==> src/rtl/tbv_pkg.sv <==
// ---------------------------------------------------------------------------
// tbv_pkg : shared types and constants
// Item and queue types, back-end state codes and the K=7 rate-1/3 code table
// used by the tail-biting Viterbi decoder.
// ---------------------------------------------------------------------------
package tbv_pkg;

   localparam int SOFT_PORT_W = 8;
   localparam int OUT_W       = 40;
   localparam int IDX_W       = 6;
   localparam int NSTATES     = 64;

   localparam logic [6:0] GEN_A = 7'o133;
   localparam logic [6:0] GEN_B = 7'o171;
   localparam logic [6:0] GEN_C = 7'o165;

   // one stored item, tagged with its place in the frame
   typedef struct packed {
      logic [SOFT_PORT_W-1:0] soft_a;
      logic [SOFT_PORT_W-1:0] soft_b;
      logic [SOFT_PORT_W-1:0] soft_c;
      logic [IDX_W-1:0]       idx;
      logic                   last;
   } item_type;

   // head of the queue between front and back
   typedef struct packed {
      logic     valid;
      item_type item;
   } queue_head_type;

   typedef enum logic [2:0] {
      ST_LOAD,
      ST_PRIME,
      ST_ACS,
      ST_SEARCH,
      ST_TB_PRIME,
      ST_TB,
      ST_DONE
   } back_state_type;

   // control strobes of the back-end sequencer
   typedef struct packed {
      logic take_item;
      logic init;
      logic acs_en;
      logic search_en;
      logic tb_start;
      logic tb_en;
      logic load_out;
   } back_ctl_type;

   // coded bits {a, b, c} of branch word f; register bit j meets tap 6-j
   function automatic logic [2:0] code_bits(input logic [6:0] f);
      logic [2:0] acc;
      acc = 3'b000;
      for (int j = 0; j < 7; j++) begin
         acc[2] = acc[2] ^ (GEN_A[6-j] & f[j]);
         acc[1] = acc[1] ^ (GEN_B[6-j] & f[j]);
         acc[0] = acc[0] ^ (GEN_C[6-j] & f[j]);
      end
      return acc;
   endfunction

endpackage

==> src/rtl/tbv_front.sv <==
// ---------------------------------------------------------------------------
// tbv_front : input side
// Accepts soft-value items, tags each with its frame position and an
// end-of-frame flag, and holds them in a four-entry queue for the back end.
// ---------------------------------------------------------------------------
module tbv_front import tbv_pkg::*; #(
   parameter int FRAME_LEN = 40
) (
   input  logic                   clock,
   input  logic                   reset,
   input  logic                   req_push,
   input  logic [SOFT_PORT_W-1:0] req_soft_a,
   input  logic [SOFT_PORT_W-1:0] req_soft_b,
   input  logic [SOFT_PORT_W-1:0] req_soft_c,
   output logic                   req_full,
   output queue_head_type         head,
   input  logic                   head_pop
);

   localparam int DEPTH = 4;
   localparam int PTR_W = 2;

   item_type           q_mem_ff [DEPTH];
   logic [PTR_W-1:0]   wr_ptr_ff, wr_ptr_in;
   logic [PTR_W-1:0]   rd_ptr_ff, rd_ptr_in;
   logic [PTR_W:0]     cnt_ff, cnt_in;
   logic [IDX_W-1:0]   idx_ff, idx_in;
   logic               push_ok;
   logic               pop_ok;
   logic               is_last;

   assign req_full = (cnt_ff == (PTR_W+1)'(DEPTH));
   assign push_ok  = req_push & ~req_full;
   assign pop_ok   = head_pop & (cnt_ff != '0);
   assign is_last  = (idx_ff == IDX_W'(FRAME_LEN - 1));

   // advance frame position and queue pointers
   always_comb begin
      idx_in    = idx_ff;
      wr_ptr_in = wr_ptr_ff;
      rd_ptr_in = rd_ptr_ff;
      cnt_in    = cnt_ff;
      if (push_ok) begin
         idx_in    = is_last ? '0 : idx_ff + 1'b1;
         wr_ptr_in = wr_ptr_ff + 1'b1;
      end
      if (pop_ok) begin
         rd_ptr_in = rd_ptr_ff + 1'b1;
      end
      if (push_ok && !pop_ok) begin
         cnt_in = cnt_ff + 1'b1;
      end else if (!push_ok && pop_ok) begin
         cnt_in = cnt_ff - 1'b1;
      end
   end

   always_ff @(posedge clock) begin
      if (reset) begin
         idx_ff    <= '0;
         wr_ptr_ff <= '0;
         rd_ptr_ff <= '0;
         cnt_ff    <= '0;
      end else begin
         idx_ff    <= idx_in;
         wr_ptr_ff <= wr_ptr_in;
         rd_ptr_ff <= rd_ptr_in;
         cnt_ff    <= cnt_in;
      end
   end

   // store the tagged item on transfer
   always_ff @(posedge clock) begin
      if (push_ok) begin
         q_mem_ff[wr_ptr_ff] <= '{soft_a: req_soft_a, soft_b: req_soft_b,
                                  soft_c: req_soft_c, idx: idx_ff, last: is_last};
      end
   end

   assign head.valid = (cnt_ff != '0);
   assign head.item  = q_mem_ff[rd_ptr_ff];

   a_cnt_bound: assert property (@(posedge clock) disable iff (reset)
      cnt_ff <= (PTR_W+1)'(DEPTH))
      else $error("queue count beyond depth");

   a_idx_bound: assert property (@(posedge clock) disable iff (reset)
      idx_ff <= IDX_W'(FRAME_LEN - 1))
      else $error("frame position beyond frame length");

   a_pop_valid: assert property (@(posedge clock) disable iff (reset)
      head_pop |-> head.valid)
      else $error("pop from an empty queue");

endmodule

==> config.mk <==
export PLATFORM = sky130hd
export DESIGN_NAME = tbv_front
export DESIGN_NICKNAME = d
export VERILOG_FILES = /design/src/rtl/tbv_pkg.sv /design/src/rtl/tbv_front.sv
export SDC_FILE = /design/constraint.sdc
export NUM_CORES = 1
export LEC_CHECK = 0
export BUFFER_PORTS_ARGS = -buffer_cell sky130_fd_sc_hd__buf_2
export CORE_MARGIN = 5
export CORE_UTILIZATION = 40
export DETAILED_ROUTE_END_ITERATION = 8
export PLACE_DENSITY = 0.57
export SETUP_SLACK_MARGIN = 0.5
export SLEW_MARGIN = 20
export SYNTH_ARGS = -nofsm -noshare
export SYNTH_HDL_FRONTEND = slang
export SYNTH_SLANG_ARGS = --single-unit
==> constraint.sdc <==
create_clock -name clock -period 5.25 [get_ports clock]
set_input_delay 0.2625 -clock clock [delete_from_list [all_inputs] [get_ports clock]]
set_output_delay 0.2625 -clock clock [all_outputs]
set_load 0.01 [all_outputs]
==> run metrics <==
status complete, no violations; fillers 1073; Post-synth EDFFs ~120; nets about 350; Clock Latency Late Sink 410 ps; # diodes 0; largest cells by area after synthesis edfxtp_1 (71%), mux4_2 (13%), dfxtp_1 (5.7%); Global Route Usage Sum ~13%; syn_nets about 280; WHS 69.9 ps; CP max stage delay 610 ps; post-route minimum period 2490 ps; top cell type's share of synthesized area 70.8%; sequential area share after synthesis 76.5%; reg2reg path depth 9; Synth area leader edfxtp_1; count of cell types in the netlist 31; Die Area 15500 µm²; Rows 41; largest net degree at the start of global routing 32; Routed Antenna Nets 0; critical path capture point type primary output; Overflow after GRT 0; global-route wire length before repair 15200 µm; DR pass1 iterations 5; post-CTS sizing 0; initial drt markers approximately 200; peak supply drop around 0.23 mV; R2R Path Start cnt_ff[0]; hold depth 1; crit path DAT roughly 2200 ps; Worst-path clk slew 50 ps; share of cells above drive strength 1 38.7%; Starting Density 41.2%; CTS max path bufs 2; ys async rst share 0%; MaxCap Viol Count 0; initial antenna violation count 0; most common cell after layout, fill and taps aside edfxtp_1; CP Data Required Time about 5000 ps; vias in the first global route approximately 2800; Top Ports 61; Via Count 2508; design area 6280 µm²; Setup Buffers After CTS 0; Slew headroom 41.2%; worst clock skew about 7.5 ps; startpoint types flip-flop; top_reg_cell synth edfxtp_1; reg2reg end cnt_ff[2]; total core area roughly 13000 µm²; CTS tree built; CP cell instances buf_4, mux4_2, buf_2; Die H 125 µm; H-tree levels 4; CP Class reg2out; mapped cell area 5260 µm²; Clk Tree Root Cell clkbuf_16; #FFs+latches synth 139; Final Hold Viols 0; Avg Inst Size Synth approximately 21 µm²; CP max-delay cell mux4_2; fin crit share 47.5%; Synth Warn # 0; Tightest Pin Transition 881 ps; Fmax 401 MHz; Hold Buf Count CTS 0; setup tns final 0 ps; Routed wire per std cell 18.4 µm; Slew Limit Fails 0; Gate Count Post-Synth 248; most frequent cells in the layout edfxtp_1 (124), buf_2 (60), mux4_2 (31); GPL Wtd Cong 0.749; CP max FO 22; placed cell areas 5730 µm²; Hold Crit Endpoint q_mem_ff[0][9]; worst hold path startpoint req_soft_c[2]; Setup Viol. Count Final 0; R2R Setup Slk between 2000 and 3000 ps; CTS buffer count 17; DRC viols 0; Die X 125 µm; input/output buffers 60; clock sinks 139; DPL Wire Length 5320 µm; area growth from synthesis to layout 19.5%; RSZ-0062 raised after global routing no; PD cells 497 nW/µm²; Pleak between 2 and 2.5 nW; drt via density 4.99; WL final 9260 µm; Hold Crit Class in2reg
## worst max-delay path: cells and delay by family, from the launching register on
kind | cells | cell delay (ps)
flops | 1 | 560
buf+inv | 2 | 640
mux | 1 | 610
## sequential cells by signal (all words and copies together), names as in the netlist, named ones only
signal,cells
idx_ff,6
cnt_ff,3
rd_ptr_ff,2
q_mem_ff,124
wr_ptr_ff,2
## cell families after synthesis
group	after synthesis	synth area share [%]
AOI/OAI and AO/OA	18	2.38
xor gates and xnor gates	4	0.666
adders and majority gates	7	1.81
buffers and inverters	17	1.55
DFF	139	76.5
muxes	34	13.9
and+or+nand+nor	29	3.17
## power by group
group / internal, mW / switching, mW
sequential: 1.33 / 0.0780
combinational: 0.308 / 0.305
clock: 0.701 / 0.400
## worst max-delay path by stage
stage,start,slack [ps],to
after global routing,flip-flop,2580,head[22]
after global placement,cnt_ff[0],3020,cnt_ff[2]
final,flip-flop,2760,head[4]
after detailed placement,cnt_ff[0],2940,cnt_ff[2]
after floorplan,cnt_ff[0],3210,cnt_ff[2]
after CTS,flip-flop,2640,head[4]
## per-stage QoR
step	std cells	utilization, %	total power, mW	setup slack (ps)
floorplan	248	-	1.83	3210
global route	503	49.2	3.28	2580
CTS	503	49.2	3.17	2640
global placement	471	44.9	2.06	3020
detailed placement	471	44.9	2.07	2940
finish	503	49.2	3.12	2760
## layer usage
metal | part of all wire, % | track usage, % | vias up
met5 | 0 | 0 | -
met2 | 49 | 20.4 | 64
met3 | 4.6 | 4.76 | 7
met1 | 45 | 16.1 | 1273
li1 | - | - | 1164
met4 | 0.91 | 5.42 | 0
## layout make-up
type / count / area [µm²] / area share (%)
well taps: 172 / 215 / 3.42
flip-flops and latches: 139 / 4030 / 64.1
multi-input cells: 92 / 1150 / 18.3
clock buffers: 29 / 510 / 8.12
repair buffers: 61 / 308 / 4.90
inverters: 7 / 31.3 / 0.498
clock inverters: 3 / 40.0 / 0.637
## synth_stat cells (2+ instances only)
| cell | number |
|---|---|
| a21oi_1 | 4 |
| and3_2 | 4 |
| buf_2 | 4 |
| clkbuf_1 | 5 |
| dfxtp_1 | 15 |
| edfxtp_1 | 124 |
| ha_1 | 6 |
| inv_1 | 6 |
| mux2_2 | 2 |
| mux4_2 | 31 |
| nand3_1 | 6 |
| nor2_1 | 9 |
| nor2b_1 | 3 |
| o211ai_1 | 3 |
| o21ai_0 | 5 |
| o311ai_0 | 2 |
| o31ai_1 | 2 |
| xor2_1 | 4 |
(Power assumes the default switching activity.)
